## config.mk

```make
export PLATFORM = sky130hd
export DESIGN_NAME = xoshiro256pp_byte_generator
export DESIGN_NICKNAME = d
export VERILOG_FILES = /design/src/xbg_pkg.sv /design/src/xbg_ctrl.sv /design/src/xbg_datapath.sv /design/src/xoshiro256pp_byte_generator.sv
export VERILOG_INCLUDE_DIRS = /design/src /design/src/src
export SDC_FILE = /design/constraint.sdc
export NUM_CORES = 2
export LEC_CHECK = 0
export BUFFER_PORTS_ARGS = -buffer_cell sky130_fd_sc_hd__buf_2
export CORE_MARGIN = 1.5
export CORE_UTILIZATION = 28
export CTS_BUF_LIST = sky130_fd_sc_hd__clkbuf_16
export DETAILED_ROUTE_END_ITERATION = 16
export PLACE_DENSITY = 0.39
export SLEW_MARGIN = 30
export SYNTH_ARGS = -nofsm -noshare
export SYNTH_HDL_FRONTEND = slang
export SYNTH_SLANG_ARGS = --single-unit
```

## constraint.sdc

```tcl
create_clock -name clk -period 32.4 [get_ports clk]
set_input_delay 1.62 -clock clk [delete_from_list [all_inputs] [get_ports clk]]
set_output_delay 1.62 -clock clk [all_outputs]
set_load 0.01 [all_outputs]
```

## src/xoshiro256pp_byte_generator_defines.svh

```systemverilog
// Assertion macros shared by the xoshiro256++ byte generator RTL.
// Each macro samples on clk and is disabled while rst_n is low.
// Included by the modules that carry concurrent assertions.
`ifndef XOSHIRO256PP_BYTE_GENERATOR_DEFINES_SVH
`define XOSHIRO256PP_BYTE_GENERATOR_DEFINES_SVH

`ifndef SYNTHESIS

// Check that a condition holds at every clock edge.
`define XBG_ASSERT(name, cond) \
    name: assert property (@(posedge clk) disable iff (!rst_n) (cond)) \
        else $error("xbg assertion failed");

// Check that a consequent holds in the same cycle as its antecedent.
`define XBG_ASSERT_IMPL(name, ante, cons) \
    name: assert property (@(posedge clk) disable iff (!rst_n) (ante) |-> (cons)) \
        else $error("xbg assertion failed");

// Check that a consequent holds in the cycle after its antecedent.
`define XBG_ASSERT_NEXT(name, ante, cons) \
    name: assert property (@(posedge clk) disable iff (!rst_n) (ante) |=> (cons)) \
        else $error("xbg assertion failed");

`else

`define XBG_ASSERT(name, cond)
`define XBG_ASSERT_IMPL(name, ante, cons)
`define XBG_ASSERT_NEXT(name, ante, cons)

`endif

`endif

```

## src/xbg_pkg.sv

```systemverilog
// Types and constants for the xoshiro256++ byte generator.
// Used by xbg_ctrl, xbg_datapath and the top level; depends on nothing.
package xbg_pkg;

    // splitmix64 and request constants
    localparam logic [63:0] GOLDEN_GAMMA = 64'h9E3779B97F4A7C15;
    localparam logic [63:0] MIX_MUL_1    = 64'hBF58476D1CE4E5B9;
    localparam logic [63:0] MIX_MUL_2    = 64'h94D049BB133111EB;

    localparam int unsigned MAX_FILL_BYTES = 64;
    localparam int unsigned WORD_BYTES     = 8;
    localparam int unsigned MAX_WORDS      = 8;
    localparam int unsigned FILL_LIMIT     = (MAX_FILL_BYTES < MAX_WORDS * WORD_BYTES) ?
                                             MAX_FILL_BYTES : MAX_WORDS * WORD_BYTES;

    localparam int unsigned COUNT_W = 7;
    localparam logic [COUNT_W-1:0] FILL_LIMIT_C = COUNT_W'(FILL_LIMIT);
    localparam logic [COUNT_W-1:0] WORD_BYTES_C = COUNT_W'(WORD_BYTES);

    // Seeding sequencer: last step of a splitmix64 word, last word of a seed
    localparam logic [3:0] SEED_LAST_STEP = 4'd8;
    localparam logic [1:0] SEED_LAST_WORD = 2'd3;

    // Input mode codes
    localparam logic MODE_SEED     = 1'b0;
    localparam logic MODE_GENERATE = 1'b1;

    // Datapath operations
    typedef enum logic [2:0] {
        OP_NONE      = 3'd0,
        OP_LOAD_SEED = 3'd1,
        OP_MIX_START = 3'd2,
        OP_MUL       = 3'd3,
        OP_XSH       = 3'd4,
        OP_STORE     = 3'd5,
        OP_ADV_SUM   = 3'd6,
        OP_ADV_STEP  = 3'd7
    } dp_op_t;

    // Partial products of a 64x64 low-half multiply
    localparam logic [1:0] MUL_LO_LO = 2'd0;
    localparam logic [1:0] MUL_HI_LO = 2'd1;
    localparam logic [1:0] MUL_LO_HI = 2'd2;

    typedef struct packed {
        dp_op_t     op;
        logic       src_fallback;  // load seed from the fallback register
        logic [1:0] mul_step;      // partial product select
        logic       mul_sel;       // 0: first mix constant, 1: second
        logic [3:0] valid_bytes;
        logic       last;
    } dp_cmd_t;

    typedef struct packed {
        logic out_free;            // output register can take a word this cycle
    } dp_status_t;

    typedef enum logic [3:0] {
        ST_IDLE = 4'b0001,
        ST_SEED = 4'b0010,
        ST_SUM  = 4'b0100,
        ST_STEP = 4'b1000
    } ctrl_state_t;

endpackage

```

## src/xbg_ctrl.sv

```systemverilog
// Controller for the xoshiro256++ byte generator: accepts items, sequences
// seeding and word generation. Depends on xbg_pkg and the assertion header.
`include "xoshiro256pp_byte_generator_defines.svh"

module xbg_ctrl (
    input  logic                 clk,
    input  logic                 rst_n,
    input  logic                 in_valid,
    output logic                 in_ready,
    input  logic                 in_mode,
    input  logic [6:0]           in_count,
    output xbg_pkg::dp_cmd_t     cmd,
    input  xbg_pkg::dp_status_t  status
);
    import xbg_pkg::*;

    ctrl_state_t          state_reg, state_next;
    logic [3:0]           step_reg, step_next;
    logic [1:0]           word_reg, word_next;
    logic [COUNT_W-1:0]   count_reg, count_next;
    logic                 gen_reg, gen_next;
    logic                 seeded_reg, seeded_next;

    logic [COUNT_W-1:0]   count_sat;
    logic [COUNT_W-1:0]   chunk;
    logic                 accept;

    assign in_ready = (state_reg == ST_IDLE);
    assign accept   = in_valid && in_ready;

    // Clamp the request to what one item may return
    assign count_sat = (in_count > FILL_LIMIT_C) ? FILL_LIMIT_C : in_count;
    assign chunk     = (count_reg > WORD_BYTES_C) ? WORD_BYTES_C : count_reg;

    // Next state and datapath command
    always_comb
    begin
        state_next   = state_reg;
        step_next    = step_reg;
        word_next    = word_reg;
        count_next   = count_reg;
        gen_next     = gen_reg;
        seeded_next  = seeded_reg;
        cmd          = '0;
        cmd.op       = OP_NONE;

        case (state_reg)
            ST_IDLE:
            begin
                if (accept)
                begin
                    step_next  = '0;
                    word_next  = '0;
                    count_next = count_sat;
                    if (in_mode == MODE_SEED || !seeded_reg)
                    begin
                        cmd.op           = OP_LOAD_SEED;
                        cmd.src_fallback = (in_mode == MODE_GENERATE);
                        seeded_next      = 1'b1;
                        gen_next         = (in_mode == MODE_GENERATE);
                        state_next       = ST_SEED;
                    end
                    else if (count_sat != '0)
                    begin
                        state_next = ST_SUM;
                    end
                end
            end

            ST_SEED:
            begin
                case (step_reg)
                    4'd0:
                    begin
                        cmd.op = OP_MIX_START;
                    end
                    4'd1, 4'd2, 4'd3:
                    begin
                        cmd.op       = OP_MUL;
                        cmd.mul_step = step_reg[1:0] - 2'd1;
                        cmd.mul_sel  = 1'b0;
                    end
                    4'd4:
                    begin
                        cmd.op = OP_XSH;
                    end
                    4'd5, 4'd6, 4'd7:
                    begin
                        cmd.op       = OP_MUL;
                        cmd.mul_step = step_reg[1:0] - 2'd1;
                        cmd.mul_sel  = 1'b1;
                    end
                    default:
                    begin
                        cmd.op = OP_STORE;
                    end
                endcase

                if (step_reg == SEED_LAST_STEP)
                begin
                    step_next = '0;
                    word_next = word_reg + 2'd1;
                    if (word_reg == SEED_LAST_WORD)
                    begin
                        state_next = (gen_reg && count_reg != '0) ? ST_SUM : ST_IDLE;
                    end
                end
                else
                begin
                    step_next = step_reg + 4'd1;
                end
            end

            ST_SUM:
            begin
                cmd.op     = OP_ADV_SUM;
                state_next = ST_STEP;
            end

            ST_STEP:
            begin
                // Hold until the output register can take the word
                if (status.out_free)
                begin
                    cmd.op          = OP_ADV_STEP;
                    cmd.valid_bytes = chunk[3:0];
                    cmd.last        = (count_reg <= WORD_BYTES_C);
                    count_next      = count_reg - chunk;
                    state_next      = (count_reg <= WORD_BYTES_C) ? ST_IDLE : ST_SUM;
                end
            end

            default:
            begin
                state_next = ST_IDLE;
            end
        endcase
    end

    // Control registers
    always_ff @(posedge clk or negedge rst_n)
    begin
        if (!rst_n)
        begin
            state_reg  <= ST_IDLE;
            step_reg   <= '0;
            word_reg   <= '0;
            count_reg  <= '0;
            gen_reg    <= 1'b0;
            seeded_reg <= 1'b0;
        end
        else
        begin
            state_reg  <= state_next;
            step_reg   <= step_next;
            word_reg   <= word_next;
            count_reg  <= count_next;
            gen_reg    <= gen_next;
            seeded_reg <= seeded_next;
        end
    end

    `XBG_ASSERT_IMPL(a_emit_needs_room, cmd.op == OP_ADV_STEP, status.out_free)
    `XBG_ASSERT_NEXT(a_more_words_follow, cmd.op == OP_ADV_STEP && !cmd.last, state_reg == ST_SUM)
    `XBG_ASSERT_NEXT(a_seeded_sticky, seeded_reg, seeded_reg)
    `XBG_ASSERT_IMPL(a_emit_only_seeded, cmd.op == OP_ADV_STEP, seeded_reg && count_reg != '0)

endmodule

```

## src/xbg_datapath.sv

```systemverilog
// Datapath for the xoshiro256++ byte generator: splitmix64 seeding with a
// shared 32x32 multiplier, state advance and output register. Uses xbg_pkg.
module xbg_datapath (
    input  logic                 clk,
    input  logic                 rst_n,
    input  logic                 cfg_wr_en,
    input  logic [63:0]          cfg_wr_data,
    input  logic [63:0]          seed_in,
    input  xbg_pkg::dp_cmd_t     cmd,
    output xbg_pkg::dp_status_t  status,
    output logic                 out_valid,
    input  logic                 out_ready,
    output logic [63:0]          out_word,
    output logic [3:0]           out_valid_bytes,
    output logic                 out_last
);
    import xbg_pkg::*;

    logic [63:0] fallback_reg;
    logic [63:0] acc_reg;
    logic [63:0] z_reg;
    logic [63:0] p_reg;
    logic [63:0] s0_reg, s1_reg, s2_reg, s3_reg;
    logic [63:0] word_reg;
    logic [3:0]  vb_reg;
    logic        last_reg;
    logic        valid_reg, valid_next;

    logic [63:0] mix_sum;
    logic [63:0] mul_const;
    logic [31:0] mul_a, mul_b;
    logic [63:0] mul_prod;
    logic [63:0] rot_sum;
    logic [63:0] t17, s2_x, s3_x, s1_x, s0_x;

    // Fallback seed register
    always_ff @(posedge clk or negedge rst_n)
    begin
        if (!rst_n)
        begin
            fallback_reg <= '0;
        end
        else if (cfg_wr_en)
        begin
            fallback_reg <= cfg_wr_data;
        end
    end

    // Shared multiplier: one 32x32 partial product per cycle
    assign mix_sum   = acc_reg + GOLDEN_GAMMA;
    assign mul_const = cmd.mul_sel ? MIX_MUL_2 : MIX_MUL_1;
    assign mul_a     = (cmd.mul_step == MUL_HI_LO) ? z_reg[63:32] : z_reg[31:0];
    assign mul_b     = (cmd.mul_step == MUL_LO_HI) ? mul_const[63:32] : mul_const[31:0];
    assign mul_prod  = 64'(mul_a) * 64'(mul_b);

    // xoshiro256++ output and state update
    assign rot_sum = {z_reg[40:0], z_reg[63:41]} + s0_reg;
    assign t17     = s1_reg << 17;
    assign s2_x    = s2_reg ^ s0_reg;
    assign s3_x    = s3_reg ^ s1_reg;
    assign s1_x    = s1_reg ^ s2_x;
    assign s0_x    = s0_reg ^ s3_x;

    // Working registers
    always_ff @(posedge clk)
    begin
        case (cmd.op)
            OP_LOAD_SEED:
            begin
                acc_reg <= cmd.src_fallback ? fallback_reg : seed_in;
            end
            OP_MIX_START:
            begin
                acc_reg <= mix_sum;
                z_reg   <= mix_sum ^ (mix_sum >> 30);
            end
            OP_MUL:
            begin
                if (cmd.mul_step == MUL_LO_LO)
                begin
                    p_reg <= mul_prod;
                end
                else
                begin
                    p_reg <= {p_reg[63:32] + mul_prod[31:0], p_reg[31:0]};
                end
            end
            OP_XSH:
            begin
                z_reg <= p_reg ^ (p_reg >> 27);
            end
            OP_STORE:
            begin
                s0_reg <= s1_reg;
                s1_reg <= s2_reg;
                s2_reg <= s3_reg;
                s3_reg <= p_reg ^ (p_reg >> 31);
            end
            OP_ADV_SUM:
            begin
                z_reg <= s0_reg + s3_reg;
            end
            OP_ADV_STEP:
            begin
                word_reg <= rot_sum;
                vb_reg   <= cmd.valid_bytes;
                last_reg <= cmd.last;
                s0_reg   <= s0_x;
                s1_reg   <= s1_x;
                s2_reg   <= s2_x ^ t17;
                s3_reg   <= {s3_x[18:0], s3_x[63:19]};
            end
            default:
            begin
            end
        endcase
    end

    // Output valid: set on a new word, drop when taken
    always_comb
    begin
        valid_next = valid_reg;
        if (cmd.op == OP_ADV_STEP)
        begin
            valid_next = 1'b1;
        end
        else if (out_ready)
        begin
            valid_next = 1'b0;
        end
    end

    always_ff @(posedge clk or negedge rst_n)
    begin
        if (!rst_n)
        begin
            valid_reg <= 1'b0;
        end
        else
        begin
            valid_reg <= valid_next;
        end
    end

    assign status.out_free = !valid_reg || out_ready;
    assign out_valid       = valid_reg;
    assign out_word        = word_reg;
    assign out_valid_bytes = vb_reg;
    assign out_last        = last_reg;

endmodule

```

## src/xoshiro256pp_byte_generator.sv

```systemverilog
// xoshiro256++ random byte generator with splitmix64 seeding.
// Input items on s_axis: tuser is the mode (0 seed, 1 generate), tdata holds
// the 64-bit seed and the 7-bit byte count. A seed item returns nothing.
// A generate item returns one 64-bit word per eight requested bytes (up to
// eight words) on m_axis; the final word has tlast and its valid byte count.
// Before the first seed item a generate item seeds from fallback_seed,
// written through cfg_wr_en/cfg_wr_data; the user must write it only while
// the block is idle, which the block itself does not enforce. Seeding runs
// four splitmix64 words through one shared 32x32 multiplier: mix start,
// multiply, xor-shift, multiply, store. Each output word takes an add, then a
// rotate-add with state update that waits until the output register is free.
// A new item is accepted once the previous one has produced its last word;
// that word may still sit in the output register. When the receiver stalls,
// the output register holds its word and generation pauses until it drains.
// Reset clears the state to unseeded and the fallback seed to zero; no
// clearing pass is needed, input is accepted in the first cycle after reset.
module xoshiro256pp_byte_generator (
    input  logic        clk,
    input  logic        rst_n,
    input  logic        cfg_wr_en,
    input  logic [63:0] cfg_wr_data,
    input  logic        s_axis_tvalid,
    output logic        s_axis_tready,
    input  logic [71:0] s_axis_tdata,   // [63:0] seed_value, [70:64] byte_count, [71] zero
    input  logic        s_axis_tuser,   // [0] mode
    output logic        m_axis_tvalid,
    input  logic        m_axis_tready,
    output logic [71:0] m_axis_tdata,   // [63:0] random_word, [67:64] valid_bytes, [71:68] zero
    output logic        m_axis_tlast
);
    import xbg_pkg::*;

    dp_cmd_t    cmd;
    dp_status_t status;
    logic [63:0] word;
    logic [3:0]  valid_bytes;

    xbg_ctrl u_ctrl (
        .clk      (clk),
        .rst_n    (rst_n),
        .in_valid (s_axis_tvalid),
        .in_ready (s_axis_tready),
        .in_mode  (s_axis_tuser),
        .in_count (s_axis_tdata[70:64]),
        .cmd      (cmd),
        .status   (status)
    );

    xbg_datapath u_datapath (
        .clk             (clk),
        .rst_n           (rst_n),
        .cfg_wr_en       (cfg_wr_en),
        .cfg_wr_data     (cfg_wr_data),
        .seed_in         (s_axis_tdata[63:0]),
        .cmd             (cmd),
        .status          (status),
        .out_valid       (m_axis_tvalid),
        .out_ready       (m_axis_tready),
        .out_word        (word),
        .out_valid_bytes (valid_bytes),
        .out_last        (m_axis_tlast)
    );

    // Pack the output item
    assign m_axis_tdata = {4'b0000, valid_bytes, word};

endmodule

```

# == Yosys cells after proc, flatten, opt, wreduce, memory -nomap -nowiden ==
# Index checks and enable logic that the tools add are counted.
# classes
n_reduce_logical,26
n_mux,41
addsub,8
n_eq_ne,27
order_cmp,3
multipliers,1
n_bitwise,9
# op_table
cell,n
$pmux W64 S2,5
$xor A64 B64 Y64,5
$pmux W64 S3,1
$add A64 B64 Y64,2
$mux W64,2
$add A64 B64 Y64 const B,1
$mul A32 B32 Y64,1
$mux W32,2
$xor A64 B33 Y64,1
$xor A64 B34 Y64,1
$xor A64 B37 Y64,1
$mux W62,1
$mux W4,9
$add A32 B32 Y32,1
$mux W7,4
$eq A4 B3 Y1 const B,5
$pmux W4 S4,1
$pmux W7 S2,1
$reduce_bool A7 Y1,2
$eq A3 B3 Y1 const B,4
$eq A4 B2 Y1 const B,3
$mux W3,4
$pmux W3 S4,1
$reduce_bool A2 Y1,5
other kinds (34),52
# word_totals
elab_cells,134
output_inout_bits,75
input_bits,142
reg_bits,601

# == Depth between registers and ports, before layout ==
# depth
word_depth,9
depth_mapped,44
depth_no_buf,41

# == Hierarchy ==
# From an unflattened synthesis, not the netlist that was laid out.
# hier_totals
hier_cells,7055
area_unflattened_um2,68878.6
# modules_own_cells
mod,area_per_inst_um2,seq_area_each_um2,cells_per_inst,instances
xbg_datapath,67479.7,17151.4,6886,1
xbg_ctrl,1365.1,476.7,164,1
xoshiro256pp_byte_generator,33.8,0.0,5,1

# == Worst setup path before layout ==
# OpenSTA, ideal clock, no wires.
# synth_path
kind,input port to flip-flop
start,in m_axis_tready
end,"reg u_datapath.last_reg, in the netlist u_datapath.out_last, enable pin"
setup_ns,0.460
n_path_buf,2
required_time_ns,31.940
setup_slack_ns,20.863
stages,9
arrival_ns,11.077
path_cell_list,nor2b_1 -> o21ai_0 -> nand2_1 -> o21ai_1 -> and2_1 -> nand2b_1 -> inv_1 -> buf_2 -> buf_1
# synth_via
elab_chain_cells,4
# synth_rtl
element,line_no,rtl
start: declaration,xoshiro256pp_byte_generator.sv:27,"input logic m_axis_tready,"
$logic_or A1 B1 Y1,xbg_datapath.sv:145,assign status.out_free = !valid_reg || out_ready;
$mux W3,xbg_ctrl.sv:123,if (status.out_free)
$pmux W3 S4,xbg_ctrl.sv:47,case (state_reg)
$eq A3 B3 Y1,xbg_datapath.sv:67,case (cmd.op)
end signal: assignment,xbg_datapath.sv:107,last_reg <= cmd.last;
end: declaration,xbg_datapath.sv:26,logic last_reg;
# No other way between the ends.
# A chain may end at the register's enable or synchronous reset.

# == Final worst setup path ==
# layout_path
start,reg u_ctrl.step_reg[0]
end,"reg u_datapath.p_reg[63], data pin"
# layout_via
elab_chain_cells,9
# layout_rtl
element,line_no,rtl
start: declaration,xbg_ctrl.sv:18,"logic [3:0] step_reg, step_next;"
start signal: assignment,xbg_ctrl.sv:155,step_reg <= step_next;
"$eq A4 B3 Y1, or another cell as far along",xbg_ctrl.sv:72,case (step_reg)
$reduce_or A3 Y1,--,
$pmux W3 S2 (*),xbg_ctrl.sv:72,
$mux W3 (*),xbg_ctrl.sv:47,
"$eq A2 B1 Y1, or another cell as far along",xbg_datapath.sv:52,assign mul_a = (cmd.mul_step == MUL_HI_LO) ? z_reg[63:32] : z_reg[31:0];
$mux W32 (on tied branches),"xbg_datapath.sv:52, xbg_datapath.sv:53",
$mul A32 B32 Y64 (*),xbg_datapath.sv:54,assign mul_prod = 64'(mul_a) * 64'(mul_b);
net u_datapath.mul_prod[25],xbg_datapath.sv:32,logic [63:0] mul_prod;
$add A32 B32 Y32 (*),xbg_datapath.sv:85,"p_reg <= {p_reg[63:32] + mul_prod[31:0], p_reg[31:0]};"
$mux W64 (*),xbg_datapath.sv:79,if (cmd.mul_step == MUL_LO_LO)
end signal: assignment,xbg_datapath.sv:81,p_reg <= mul_prod;
end signal: assignment,xbg_datapath.sv:85,
end: declaration,xbg_datapath.sv:22,logic [63:0] p_reg;
# The timed path passes the listed nets; every way through them passes the cells marked *.

==> results.cfg <==
[sta]
slew_violations = 0
hold_viol_final = 0
finClkSkew_ns = 0.0457
worst_slack_ns = 19.29
period_share_pct = 40.5
tightest_slew_ns = 1.18
rsz0062_at_grt = no
final-setup-viol-count = 0
max_clock_freq_mhz = 76.3
setup-tns-final_ns = 0
slew_headroom_pct = 20.8
fin_crit_ns = 13.11

[floorplanning]
core_area_um2 = 243000
ios = 217
core.rowCount = 181
die_h_um = 498
fp.dieW_um = 498
die_area_um2 = 248000
initial_core_util_pct = 28.2

[setup_path]
slowest_stage = nor2b_1
cp-end-kind = flip-flop
worstPathArrival_ns = 13.52
cp-start-kind = flip-flop
cpPeakStageDelay_ns = 0.91
ff2ff_path_depth = 37
crit_top_cell = fa_1
worstPathMaxFanout = 35
crit_buf_inv = 8
crit_type = flip-flop to flip-flop
crit_cells = 37
cp_top_family = adder cells
required_ns = 32.81

[route]
final_antenna_net_count = 0
drc = 0
finalWirelength_mm = 291
vias = 51600
detail_route.iter0.violations = 4359
via_per_inst = 5.01
firstDrtPassIters = 6
post_drt_wl_per_cell_um = 28.3

[cells_and_area]
seq_area_um2 = 17600
syn2layout_area_growth_pct = 10.6
drive_gt1_share_pct = 8.43
fillers = 25500
multi_input_area_um2 = 46400
post-route-util_pct = 31.2
nets = 8485

[placed_design]
gp_congestion = 0.965
dp_hpwl_mm = 243
io_buffer_count = 211
pre_cts_ws_ns = 19.34

[min_path]
min_path_cells = 1
min_path_type = flip-flop to flip-flop

[clocking]
cts_buffers = 74
clk_pin_slew_ns = 0.06
post_cts_buffers = 0
cts_tree = done
cts_buffer_depth = 3
insertion_delay_ns = 0.72
cts_max_level = 3
cts_sinks = 601
cts_resized = 0
cts_root_buf = clkbuf_16
hold_buffers = 0

[logic_synthesis]
synth_edf_count = 517
synth_warnings = 0
ys_seq_area_share_pct = 25.7
ys_seq_elements = 601
syn_area_um2 = 68600
syn_inst = 6887
async_flop_share_pct = 14.0
ys.flop_type = edfxtp_1
synth_cell_types = 88
postSynthAreaPerCell_um2 = 9.96

[grt]
grt_max_degree = 155
grt_use_total_pct = 23.3
globalRoute.totalOverflow = 0
antenna_found_initial = 36
grt_pass1_wl_mm = 410
grt_pass1_vias = 52500

[flow_run]
drv_cap = 0

[status]
status = completed
-- per-stage QoR --
step | cells | hold WS, ns | cell area (µm²)
after global placement | 10100 | 0.486 | 73500
after global routing | 10300 | 0.517 | 75800
after detailed placement | 10100 | 0.492 | 73500
after floorplan | 6890 | 0.461 | 68600
final | 10300 | 0.500 | 75900
after CTS | 10300 | 0.505 | 75800
-- metal layers --
layer | wire (µm) | track usage, %
met3 | 15600 | 3.34
met1 | 139000 | 34.1
met5 | 132 | 0
met4 | 7430 | 5.39
met2 | 129000 | 35.9
-- worst reg2reg max path, delay by kind of cell, from the launching register on --
kind                     cells  cell delay, ns
AO/OA/AOI/OAI                7            1.50
XOR/XNOR                     2            0.90
adder cells (fa/ha/maj)     12            5.55
buffers and inverters        8            1.78
flip-flops                   1            0.48
AND/OR/NAND/NOR              8            2.63
-- synth_stat cells (all sizes together), types with 22 or more instances --
cell type	instances	share of area, %
nor2b	66	0.60
nand3	69	0.50
nor2	404	2.2
xor2	364	4.6
buf	40	0.28
nand2	562	3.1
mux2i	57	0.83
inv	1006	5.5
a211oi	32	0.35
mux2	113	1.9
xnor2	437	5.6
o21a	22	0.24
nand4	35	0.32
nand2b	92	0.84
dfrtp	83	3.0
a22oi	33	0.36
and2	94	0.86
ha	501	9.1
edfxtp	517	23
o21ai	381	2.8
and3	37	0.34
a21o	128	1.4
a21oi	320	2.3
o21bai	52	0.57
fa	823	24
a31oi	44	0.40
nor3	54	0.39
or2	34	0.31
clkbuf	199	1.1
o31ai	23	0.25
-- worst paths after layout --
check                                                  startpoint                                 endpoint  slack, ns
setup / recovery                   u_ctrl.step_reg[0]$_DFFE_PN0P_           u_datapath.p_reg[63]$_DFFE_PN_      19.29
hold / removal             u_datapath.fallback_reg[0]$_DFFE_PN0P_   u_datapath.fallback_reg[0]$_DFFE_PN0P_       0.50
setup reg to reg                   u_ctrl.step_reg[0]$_DFFE_PN0P_           u_datapath.p_reg[63]$_DFFE_PN_      19.29
hold reg to reg            u_datapath.fallback_reg[0]$_DFFE_PN0P_   u_datapath.fallback_reg[0]$_DFFE_PN0P_       0.50
max in group asynchronous                                   rst_n  u_datapath.fallback_reg[55]$_DFFE_PN0P_      30.41
min in group asynchronous                                   rst_n  u_datapath.fallback_reg[25]$_DFFE_PN0P_       0.87
-- cells in the final DEF (no fill, tap or decap), types with 111 or more instances in the layout --
master       n
o21ai_0    360
ha_1       498
fa_1       823
mux2_2     111
inv_1     1018
nand2_1    560
xnor2_1    432
edfxtp_1   517
a21oi_1    319
a21o_1     128
buf_2      210
xor2_1     362
nor2_1     403
-- cells by family after synthesis --
group,count (synthesis),share of synthesized area (%)
adders and majority gates,1325,33.2
xor gates and xnor gates,801,10.2
other,2,0.0110
buffers and inverters,1247,6.89
muxes,170,2.69
and+or+nand+nor,1540,10.5
DFF,601,25.7
AOI/OAI and AO/OA,1201,10.8
-- final cells by class --
cell class | count | area share, %
multi-input combinational | 5042 | 61.2
sequential | 601 | 23.2
tap | 3202 | 5.28
inverter | 1008 | 5.00
clock buffer | 76 | 2.51
timing repair buffer | 292 | 2.25
clock inverter | 59 | 0.500
antenna | 8 | 0.0264
Power is not shown: default switching activity piles up to over one toggle a cycle in this logic, so the estimate is an artifact.
